$ cat src/design/cht_pkg.sv
package cht_pkg;

	// default geometry
	localparam int BUCKET_COUNT_DEF = 256;
	localparam int ENTRY_COUNT_DEF  = 1024;

	// item field widths
	localparam int OP_W        = 2;
	localparam int HASH_W      = 32;
	localparam int KEY_W       = 64;
	localparam int STATUS_W    = 3;
	localparam int SLOT_OUT_W  = 10;
	localparam int LIVE_OUT_W  = 11;
	localparam int IN_TDATA_W  = 104;
	localparam int OUT_TDATA_W = 24;

	// request kinds
	localparam logic [OP_W-1:0] OP_GET    = 2'd0;
	localparam logic [OP_W-1:0] OP_PUT    = 2'd1;
	localparam logic [OP_W-1:0] OP_REMOVE = 2'd2;

	typedef enum logic [STATUS_W-1:0] {
		ST_FOUND    = 3'd0,
		ST_INSERTED = 3'd1,
		ST_REMOVED  = 3'd2,
		ST_MISSING  = 3'd3,
		ST_FULL     = 3'd4
	} status_t;

	typedef enum logic [3:0] {
		S_IDLE,
		S_HEAD,
		S_CHECK,
		S_CMP,
		S_DECIDE,
		S_INS_FREE,
		S_UNLINK,
		S_RELEASE,
		S_FIN
	} state_t;

	// controller to datapath
	typedef struct packed {
		logic    load_req;
		logic    start_walk;
		logic    rd_entry;
		logic    match_hit;
		logic    advance;
		logic    rd_free;
		logic    ins_free;
		logic    ins_new;
		logic    unlink;
		logic    release_slot;
		logic    set_res;
		status_t res_code;
		logic    load_out;
	} cmd_t;

	// datapath to controller
	typedef struct packed {
		logic [OP_W-1:0] op;
		logic            cur_ok;
		logic            walk_done;
		logic            match;
		logic            hit;
		logic            free_ok;
		logic            room;
		logic            out_free;
	} stat_t;

endpackage

$ cat src/design/cht_ctrl.sv
module cht_ctrl
	import cht_pkg::*;
(
	input  logic  clk,
	input  logic  arst_n,
	input  logic  in_valid,
	output logic  in_ready,
	input  stat_t stat,
	output cmd_t  cmd
);

	state_t state_q, state_d;

	// state register
	always_ff @(posedge clk or negedge arst_n) begin
		if (!arst_n) begin
			state_q <= S_IDLE;
		end else begin
			state_q <= state_d;
		end
	end

	// next state
	always_comb begin
		state_d = state_q;
		case (state_q)
			S_IDLE: begin
				if (in_valid) state_d = S_HEAD;
			end
			S_HEAD: state_d = S_CHECK;
			S_CHECK: begin
				if (stat.cur_ok && !stat.walk_done) state_d = S_CMP;
				else state_d = S_DECIDE;
			end
			S_CMP: begin
				if (stat.match) state_d = S_DECIDE;
				else state_d = S_CHECK;
			end
			S_DECIDE: begin
				case (stat.op)
					OP_PUT: begin
						if (stat.hit) state_d = S_FIN;
						else if (stat.free_ok) state_d = S_INS_FREE;
						else state_d = S_FIN;
					end
					OP_REMOVE: begin
						if (stat.hit) state_d = S_UNLINK;
						else state_d = S_FIN;
					end
					default: state_d = S_FIN;
				endcase
			end
			S_INS_FREE: state_d = S_FIN;
			S_UNLINK:   state_d = S_RELEASE;
			S_RELEASE:  state_d = S_FIN;
			S_FIN: begin
				if (stat.out_free) state_d = S_IDLE;
			end
			default: state_d = S_IDLE;
		endcase
	end

	// commands
	always_comb begin
		cmd = '0;
		cmd.res_code = ST_MISSING;
		in_ready = 1'b0;
		case (state_q)
			S_IDLE: begin
				in_ready = 1'b1;
				cmd.load_req = in_valid;
			end
			S_HEAD: cmd.start_walk = 1'b1;
			S_CHECK: begin
				if (stat.cur_ok && !stat.walk_done) cmd.rd_entry = 1'b1;
			end
			S_CMP: begin
				if (stat.match) cmd.match_hit = 1'b1;
				else cmd.advance = 1'b1;
			end
			S_DECIDE: begin
				case (stat.op)
					OP_PUT: begin
						if (stat.hit) begin
							cmd.set_res  = 1'b1;
							cmd.res_code = ST_FOUND;
						end else if (stat.free_ok) begin
							cmd.rd_free = 1'b1;
						end else if (stat.room) begin
							cmd.ins_new = 1'b1;
						end else begin
							cmd.set_res  = 1'b1;
							cmd.res_code = ST_FULL;
						end
					end
					OP_REMOVE: begin
						if (!stat.hit) begin
							cmd.set_res  = 1'b1;
							cmd.res_code = ST_MISSING;
						end
					end
					default: begin
						cmd.set_res  = 1'b1;
						cmd.res_code = stat.hit ? ST_FOUND : ST_MISSING;
					end
				endcase
			end
			S_INS_FREE: cmd.ins_free = 1'b1;
			S_UNLINK:   cmd.unlink = 1'b1;
			S_RELEASE: begin
				cmd.release_slot = 1'b1;
				cmd.set_res      = 1'b1;
				cmd.res_code     = ST_REMOVED;
			end
			S_FIN: cmd.load_out = stat.out_free;
			default: ;
		endcase
	end

endmodule

$ cat config.mk
export PLATFORM = sky130hd
export DESIGN_NAME = cht_ctrl
export DESIGN_NICKNAME = d
export VERILOG_FILES = /design/src/design/cht_pkg.sv /design/src/design/cht_ctrl.sv
export SDC_FILE = /design/constraint.sdc
export NUM_CORES = 1
export LEC_CHECK = 0
export ABC_AREA = 1
export BUFFER_PORTS_ARGS = -buffer_cell sky130_fd_sc_hd__buf_4
export CAP_MARGIN = 20
export CORE_AREA = 2 2 39 41
export DETAILED_ROUTE_END_ITERATION = 10
export DIE_AREA = 0 0 41 43
export PLACE_DENSITY = 0.69
export SKIP_CTS_REPAIR_TIMING = 1
export SYNTH_ARGS = -nofsm -noshare
export SYNTH_HDL_FRONTEND = slang
export SYNTH_SLANG_ARGS = --single-unit
$ cat constraint.sdc
create_clock -name clk -period 2.5 [get_ports clk]
set_clock_uncertainty 0.1 [all_clocks]
set_input_delay 0.625 -clock clk [delete_from_list [all_inputs] [get_ports clk]]
set_output_delay 0.625 -clock clk [all_outputs]
set_load 0.005 [all_outputs]
==> impl_metrics.csv, run 1 <==
group,metric,value,unit
synth,synthCells,83,
global_routing,grt_first_pass_wirelength,1880,um
floorplan,rows,14,
worst_setup_path,slowest_delay,320,ps
synth,post_synth_num_cell_types,18,
placement,place_ws,158,ps
power,vdd_drop_max,0.000245,V
worst_setup_path,startpoint_type,"primary input",
timing,rsz0062_at_grt,"no",
global_routing,grt_util_all_layers,15.8,%
detailed_routing,vias,611,
floorplan,fp.dieW,41,um
detailed_routing,ant_nets,0,
detailed_routing,viasPerCell,4.74,
cells_and_area,layout_common_cells,"27 x buf_4, 19 x nand2_1, 18 x inv_1, 9 x nor2_1, 6 x nand3_1",
cells_and_area,drive_gt1_share,33.6,%
global_routing,grt_max_degree,7,
status,status,"complete, no violations",
placement,port_buffers,27,
placement,dp_cells,126,
timing,hold_slack,77.2,ps
timing,setup_viol,0,
timing,slew_headroom,84.6,%
placement,place_hpwl,1050,um
synth,synth_area_per_cell,5.79,um2
power,power.internal,0.274,mW
synth,ys_ff_latch,4,
cells_and_area,design_area,726,um2
cells_and_area,fin_cells,129,
power,power_frac_comb,59.7,%
cts,clkSinkCount,4,
cts,cts-root-buf,"clkbuf_4",
cts,htreeDepth,1,
worst_setup_path,cpMaxStageDelayCell,"ha_1",
detailed_routing,drtIter0Drc,8,
power,seq_power_share,24.3,%
timing,setup_slack,148,ps
cells_and_area,n_antenna_cell,0,
cells_and_area,nets,129,
detailed_routing,wl,1200,um
timing,fmax,0.425,GHz
timing,tightest_slew,229,ps
placement,gp_congestion,0.821,
cts,cts_made_buffers,3,
timing,slew_violations,0,
worst_setup_path,r2r_end,"state_q[0]$_DFFE_PN0P_",
synth,syn_area,480,um2
power,total_power,0.495,mW
cts,clk_pin_slew,40,ps
floorplan,die_h,43,um
cts,insertion_delay,240,ps
cts,cts_tree,"yes",
worst_setup_path,arrival,1630,ps
synth,yosys_warnings,0,
global_routing,grt_pass1_vias,515,
worst_setup_path,worstRegToRegCells,4,
floorplan,die_area,0.00176,mm2
worst_setup_path,critPathCaptureType,"output pin",
synth,syn_nets,97,
detailed_routing,drt-pass1-iter-count,4,
worst_setup_path,r2r_start,"state_q[3]$_DFFE_PN0P_",
worst_setup_path,critPathRequiredTime,1770,ps
worst_setup_path,path_class,"primary input to output pin",
cells_and_area,largest_reg_flops,4,
cells_and_area,area_delta_synth_final,51.0,%
cells_and_area,reg_top3,"state_q (4)",
placement,place_area,703,um2
run,maxCapViolations,0,
cells_and_area,max_flop_register,"state_q",
hold_path,hold_path.class,"primary input to async pin",
timing,min_period,2350,ps
timing,timing.setup.tns,0,ps
global_routing,antenna_found_initial,0,
detailed_routing,drcViolationCount,0,
cts,ctsLongestPathBuffers,2,
cells_and_area,layout_commonest_cell,"buf_4",
synth,ys_seq_area_share,20.8,%
timing,hold_viol,0,
power,switching_share,44.6,%
worst_setup_path,cp_common_cell,"buf_4",
timing,period_share,94.1,%
floorplan,num_io_pins,28,
floorplan,initial_utilization,34.7,%
power,p_leak,0.445,nW
worst_setup_path,cp_cell_sequence,"buf_4, inv_1, ha_1, a21oi_1, nand2_1, o21a_1, buf_4",
worst_setup_path,crit_fanout,4,
floorplan,core_area,0.00138,mm2
worst_setup_path,rrSetupSlack,1190,ps
power,p_switching,0.221,mW
detailed_routing,wl_per_cell,9.33,um
power,p_per_area,682,mW/mm2
cells_and_area,fin_util,52.4,%
global_routing,grt_overflow,0,
cells_and_area,fillerInstances,155,
power,pwr-share-clk,16.0,%
logic make-up (layout without fill, tap and decap cells):
group | Yosys count | in the layout | synth area share [%]
simple gates | 48 | 48 | 46.6
buf+inv | 19 | 49 | 14.8
compound gates | 10 | 10 | 12.5
flops | 4 | 4 | 20.8
fa+ha+maj | 2 | 2 | 5.21
how the worst max path moves through the flow:
| stage | slack (ps) | cells past startpoint | end | startpoint |
|---|---|---|---|---|
| after global placement | 180 | 7 | cmd[4] | stat[7] |
| after CTS | 160 | 7 | cmd[4] | stat[7] |
| after global routing | 80 | 7 | cmd[2] | stat[7] |
| after detailed placement | 160 | 7 | cmd[4] | stat[7] |
| final | 150 | 7 | cmd[4] | stat[7] |
| after floorplan | 430 | 5 | cmd[4] | stat[7] |
power groups by stage:
stage / registers (mW) / logic [mW] / clock network [mW]
2_1_floorplan: 0.115 / 0.180 / 0
3_3_place_gp: 0.120 / 0.299 / 0
3_5_place_dp: 0.120 / 0.298 / 0
4_1_cts: 0.120 / 0.300 / 0.0812
5_1_grt: 0.123 / 0.336 / 0.0875
6_report: 0.120 / 0.295 / 0.0793
synthesized netlist by cell type (all sizes together):
cell type,instances,share of area (%)
nand2,21,17
inv,19,15
nor2,14,15
nand3,6,6.3
dfrtp,4,21
a21oi,3,3.1
nor3,3,3.1
o21ai,3,3.1
ha,2,5.2
nand4,2,2.6
nor4,2,2.6
o211ai,2,3.1
a21boi,1,1.6
o21a,1,1.6
routing by layer:
layer,global-route usage (%),wire length (um),vias to the layer above
met4,10.0,21,0
met5,0,0,-
li1,-,-,326
met2,26.3,579,25
met1,16.6,502,257
met3,3.66,100,3
worst max-delay path: cells and delay by family:
kind            cells  cell delay, ps
compound gates      2             360
buf+inv             3             240
fa+ha+maj           1             320
simple gates        1              80
final cells by class:
cell class                      instances  area, um2  area share, %
Sequential cell                         4        100           13.8
Tap cell                               16       20.0           2.76
Clock buffer                            3       22.5           3.10
Multi-Input combinational cell         60        309           42.6
Timing Repair Buffer                   27        203           27.9
Inverter                               19       71.3           9.83
Power figures use the tool's default switching activity.
==> inputs of run 2 (changes only) <==
--- a/config.mk
+++ b/config.mk
@@ -13,3 +13,3 @@
 export DIE_AREA = 0 0 41 43
-export PLACE_DENSITY = 0.69
+export PLACE_DENSITY = 0.64
 export SKIP_CTS_REPAIR_TIMING = 1
==> constraint.sdc (replaced) <==
create_clock -name clk -period 2.5 [get_ports clk]
set_clock_uncertainty 0.1 [all_clocks]
set_input_delay 0.5 -clock clk [delete_from_list [all_inputs] [get_ports clk]]
set_output_delay 0.5 -clock clk [all_outputs]
set_load 0.005 [all_outputs]
==> run 2 against run 1 <==
  * Non-clock buffer count is 1 higher
  * Setup slack better by 270 ps
  * Largest cell class unchanged
  * Clock power is 2% higher
  * Sequential share of layout area is 0.19 points lower
  * Maximum frequency is 13% higher
  * Final cell count is 0.78% higher
  * Via count is 0.33% higher
  * Sequential cell count stayed put
  * Clock-buffer cell count stayed put
  * Worst hold slack better by 400 ps
  * Register-to-register slack better by 20 ps
==> impl_metrics.csv, run 2 (synthesis results as in run 1) <==
group,metric,value,unit
global_routing,antenna_found_initial,0,
timing,slew_violations,0,
cells_and_area,drive_gt1_share,33.3,%
worst_setup_path,path_class,"primary input to output pin",
worst_setup_path,startpoint_type,"primary input",
cells_and_area,area_delta_synth_final,53.1,%
detailed_routing,wl,1190,um
cells_and_area,layout_commonest_cell,"buf_4",
worst_setup_path,timing.critical_path.buf_inv,3,
timing,setup_viol,0,
detailed_routing,vias,613,
global_routing,grt_pass1_vias,515,
placement,port_buffers,27,
cells_and_area,reg_top3,"state_q (4)",
global_routing,grt_first_pass_wirelength,1910,um
global_routing,grt_max_degree,7,
worst_setup_path,cpMaxStageDelayCell,"ha_1",
worst_setup_path,worst-path-stages,7,
cts,cts_tree,"yes",
cts,insertion_delay,240,ps
cells_and_area,nets,130,
floorplan,core_area,0.00138,mm2
detailed_routing,wl_per_cell,9.17,um
timing,rsz0062_at_grt,"no",
cts,clkSinkCount,4,
timing,timing.setup.tns,0,ps
worst_setup_path,critPathRequiredTime,1900,ps
cells_and_area,layout_common_cells,"27 x buf_4, 19 x nand2_1, 18 x inv_1, 9 x nor2_1, 6 x nand3_1",
cells_and_area,fin_util,53.2,%
timing,period_share,83.4,%
worst_setup_path,arrival,1480,ps
worst_setup_path,crit_fanout,4,
cts,ctsLongestPathBuffers,2,
detailed_routing,ant_nets,0,
cells_and_area,design_area,736,um2
power,p_per_area,671,mW/mm2
timing,min_period,2080,ps
cts,cts-root-buf,"clkbuf_4",
global_routing,grt_overflow,0,
floorplan,rows,14,
hold_path,hold_path.class,"primary input to flip-flop",
floorplan,die_h,43,um
worst_setup_path,cp_cell_sequence,"buf_4, inv_1, ha_1, a21oi_1, nand2_1, o21a_1, buf_4",
cts,htreeDepth,1,
worst_setup_path,path_delay_family,"compound AO/OA/AOI/OAI gates",
worst_setup_path,cp_common_cell,"buf_4",
placement,place_area,703,um2
timing,slew_headroom,84.1,%
placement,place_hpwl,1040,um
timing,fmax,0.480,GHz
worst_setup_path,critPathCaptureType,"output pin",
detailed_routing,viasPerCell,4.72,
global_routing,grt_util_all_layers,16.4,%
floorplan,num_io_pins,28,
hold_path,hold_depth,4,
cts,cts_made_buffers,3,
timing,tightest_slew,237,ps
power,total_power,0.494,mW
cells_and_area,largest_reg_flops,4,
floorplan,die_area,0.00176,mm2
cts,clk_pin_slew,40,ps
cells_and_area,n_antenna_cell,0,
cells_and_area,max_flop_register,"state_q",
status,status,"complete, no violations",
power,vdd_drop_max,0.000343,V
timing,hold_viol,0,
placement,gp_congestion,0.763,
worst_setup_path,slowest_delay,330,ps
floorplan,initial_utilization,34.7,%
floorplan,fp.dieW,41,um
run,maxCapViolations,0,
worst_setup_path,worstRegToRegCells,5,
detailed_routing,drcViolationCount,0,
power,p_leak,0.449,nW
detailed_routing,drt-pass1-iter-count,4,
detailed_routing,drtIter0Drc,14,
## run 2: per-layer routing
metal	GRT usage [%]	vias to the layer above	routed length [um]
li1	-	326	-
met1	19.6	267	506
met2	23.8	17	615
met3	4.71	3	47
met4	12.0	0	22
met5	0	-	0
## run 2: final timing paths
path	startpoint	slack, ps	endpoint
setup reg to reg	state_q[0]$_DFFE_PN0P_	1210	state_q[0]$_DFFE_PN0P_
setup / recovery	stat[7]	420	cmd[4]
hold reg to reg	state_q[2]$_DFFE_PN0P_	610	state_q[1]$_DFFE_PN0P_
max in group asynchronous	arst_n	1710	state_q[3]$_DFFE_PN0P_
hold / removal	stat[6]	480	state_q[2]$_DFFE_PN0P_
min in group asynchronous	arst_n	490	state_q[1]$_DFFE_PN0P_
## run 2: power by group
part | leakage [nW] | total [mW] | switching [mW] | internal [mW]
logic | 0.383 | 0.293 | 0.160 | 0.133
registers | 0.0522 | 0.120 | 0.0314 | 0.0882
clock network | 0.0138 | 0.0810 | 0.0273 | 0.0537
## run 2: final cells by class
cell class	count	area [um2]
Fill cell	146	648
Multi-Input combinational cell	60	309
Timing Repair Buffer	28	213
Sequential cell	4	100
Inverter	19	71.3
Clock buffer	3	22.5
Tap cell	16	20.0
## run 2: stage by stage
step | setup WS, ps | hold slack [ps] | cells
floorplan | 678 | 104 | 83
global route | 363 | 489 | 130
global placement | 430 | 198 | 126
finish | 416 | 480 | 130
CTS | 418 | -54.1 | 129
detailed placement | 422 | 197 | 126
## run 2: worst reg2reg max path: cells and delay by family (launching register included)
| kind | cells | cell delay, ps |
|---|---|---|
| simple gates | 3 | 420 |
| compound gates | 1 | 150 |
| buf+inv | 1 | 110 |
| flops | 1 | 430 |
==> inputs of run 3 (changes only) <==
- ABC_AREA: 1 -> 0
- CORE_AREA: 2 2 39 41 -> 2 2 41 43
- DIE_AREA: 0 0 41 43 -> 0 0 43 45
- PLACE_DENSITY: 0.64 -> 0.66
- clock period: 2.5 -> 1.7 ns (I/O delays scaled with it)
==> run 3 against run 2 <==
  * The run now ends with negative setup slack left
  * Sequential cell count stayed put
  * Final cell count decreased by 0.77%
  * Worst hold slack got worse by 180 ps
  * Critical path type is now flip-flop to output pin
  * Largest power group unchanged
==> impl_metrics.csv, run 3 <==
group,metric,value,unit
run,maxCapViolations,0,
synth,synth-edff-count,0,
synth,yosysTopAreaCell,"dfrtp_1",
detailed_routing,drcViolationCount,0,
cts,cts_tree,"yes",
power,vdd_drop_max,0.000625,V
floorplan,core_area,0.00147,mm2
global_routing,gr-usage-met1,19.4,%
global_routing,antenna_found_initial,0,
cts,insertion_delay,230,ps
timing,rsz0062_at_grt,"yes",
cells_and_area,max_flop_register,"state_q",
detailed_routing,drt-pass1-iter-count,4,
cts,cts-root-buf,"clkbuf_4",
cells_and_area,layout_commonest_cell,"buf_4",
global_routing,grt_use_met2,29.7,%
detailed_routing,drtIter0Drc,7,
cells_and_area,fin_cells,129,
detailed_routing,vias,681,
synth,synthCells,71,
floorplan,fp.dieW,43,um
detailed_routing,ant_nets,0,
power,p_leak,0.455,nW
timing,period_share,111,%
cells_and_area,fin_util,67.1,%
detailed_routing,viasPerCell,5.28,
detailed_routing,wl,1690,um
worst_setup_path,crit_fanout,3,
synth,post_synth_num_cell_types,33,
floorplan,num_io_pins,28,
timing,fmax,0.529,GHz
cells_and_area,n_antenna_cell,0,
placement,dp_cells,121,
cells_and_area,nets,129,
cts,ctsLongestPathBuffers,2,
cells_and_area,reg_top3,"state_q (4)",
synth,synth-xor-area-share,1.60,%
worst_setup_path,arrival,1450,ps
timing,hold_slack,303,ps
placement,port_buffers,27,
cts,clkSinkCount,4,
worst_setup_path,path_class,"flip-flop to output pin",
floorplan,initial_utilization,37.2,%
synth,syn_area,548,um2
timing,slew_headroom,81.4,%
global_routing,grt_first_pass_wirelength,2360,um
timing,slew_violations,0,
synth,synth_top_area_share,18.3,%
global_routing,grt_util_all_layers,15.9,%
floorplan,die_h,45,um
global_routing,grt_max_degree,13,
timing,tightest_slew,271,ps
synth,ys.flop_type,"dfrtp_1",
placement,gp_congestion,0.750,
cells_and_area,largest_reg_flops,4,
global_routing,grt_overflow,0,
cts,htreeDepth,1,
synth,synth.top_cells.by_count,"7 x inv_1, 7 x nor2_1, 6 x nand2b_1",
status,failed_checks,"negative setup slack",
synth,yosys-top-cells-area,"dfrtp_1 18%, nand2b_1 6.8%, clkbuf_8 5.0%",
timing,hold_viol,0,
placement,place_hpwl,1160,um
hold_path,hold_path.class,"primary input to flip-flop",
floorplan,die_area,0.00194,mm2
cts,clk_pin_slew,40,ps
cts,cts_made_buffers,3,
synth,syn_nets,85,
cells_and_area,layout_common_cells,"38 x buf_4, 7 x inv_1, 4 x nand2_1, 4 x nand2b_1",
synth,yosys_warnings,0,
timing,min_period,1890,ps
synth,synthAdderAreaFrac,4.57,%
worst_setup_path,critPathCaptureType,"output pin",
synth,ys_seq_area_share,18.3,%
synth,ys_ff_latch,4,
cells_and_area,fillerInstances,134,
power,total_power,1.21,mW
status,status,"finished, violations left",
power,p_per_area,1220,mW/mm2
detailed_routing,wl_per_cell,13.1,um
cells_and_area,drive_gt1_share,57.5,%
synth,yosys.area_share.simple,43.2,%
worst_setup_path,startpoint_type,"flip-flop",
synth,synth.area.mux_share,1.83,%
floorplan,rows,14,
synth,synth_top_family_by_area,"simple AND/OR/NAND/NOR gates",
global_routing,busiest_layer,"met2",
global_routing,grt_use_met3,1.20,%
synth,synthArstFlopShare,100,%
worst_setup_path,critPathRequiredTime,1260,ps
synth,synth_compound_area_share,16.7,%
synth,synth_area_per_cell,7.72,um2
cells_and_area,area_delta_synth_final,80.1,%
global_routing,grt_pass1_vias,593,
timing,setup_viol,12,
timing,setup_slack,-191,ps
[run 3: cell types whose count changed in the layout (fill, tap and decap cells not counted), moves of 3 or more]
cell and change:
nand2b_1 +4, nor3_1 -3, buf_4 +11, nand3_1 -3, nor2_1 -6, nand2_1 -15, inv_1 -11
[run 3: cell families (layout without fill, tap and decap cells)]
group / after synthesis / count (layout)
multiplexers: 1 / 1
AO/OA/AOI/OAI: 13 / 13
buffers and inverters: 11 / 53
flip-flops: 4 / 4
XOR/XNOR: 1 / 1
AND/OR/NAND/NOR: 39 / 39
adder cells (fa/ha/maj): 2 / 2
[run 3: per-stage QoR]
step / worst slack, ps / instance area [um2] / TNS [ps]
CTS: -223 / 826 / -1900
finish: -191 / 987 / -1330
global route: -271 / 987 / -2170
detailed placement: -30.5 / 803 / -103
global placement: -14.6 / 803 / -31.6
floorplan: 137 / 548 / 0
[run 3: cell type report]
type | instances | area, um2 | share of cell area, %
sequential | 4 | 103 | 10.4
inverter | 7 | 26.3 | 2.66
multi-input combinational | 56 | 458 | 46.4
tap | 16 | 20.0 | 2.03
clock buffer | 3 | 22.5 | 2.28
timing repair buffer | 43 | 358 | 36.2
[run 3: report_power, final]
part           internal, mW  leakage, nW  switching (mW)
Sequential            0.137       0.0494          0.0520
Combinational         0.489        0.392           0.406
Clock                0.0793       0.0138          0.0425
[run 3: final timing paths]
kind	from	end	slack, ps	depth (start not counted)
min in group asynchronous	arst_n	state_q[2]$_DFFE_PN0P_	340	2
worst min-delay path	stat[3]	state_q[1]$_DFFE_PN0P_	300	3
max in group asynchronous	arst_n	state_q[1]$_DFFE_PN0P_	1050	2
worst max-delay path	state_q[0]$_DFFE_PN0P_	cmd[7]	-190	4
worst min register to register	state_q[3]$_DFFE_PN0P_	state_q[0]$_DFFE_PN0P_	610	2
worst max register to register	state_q[0]$_DFFE_PN0P_	state_q[2]$_DFFE_PN0P_	210	4
[run 3: critical path, stage by stage, from the launching register on]
cell     delay (ps)
dfrtp_1         410
nor4b_4         360
nand2_1         160
nor3b_2         170
buf_4           130
[run 3: routing by layer]
metal  up-vias  part of all wire, %
li1        342                    -
met1       305                   38
met2        32                   54
met3         2                  7.0
met4         0                 0.83
met5         -                    0
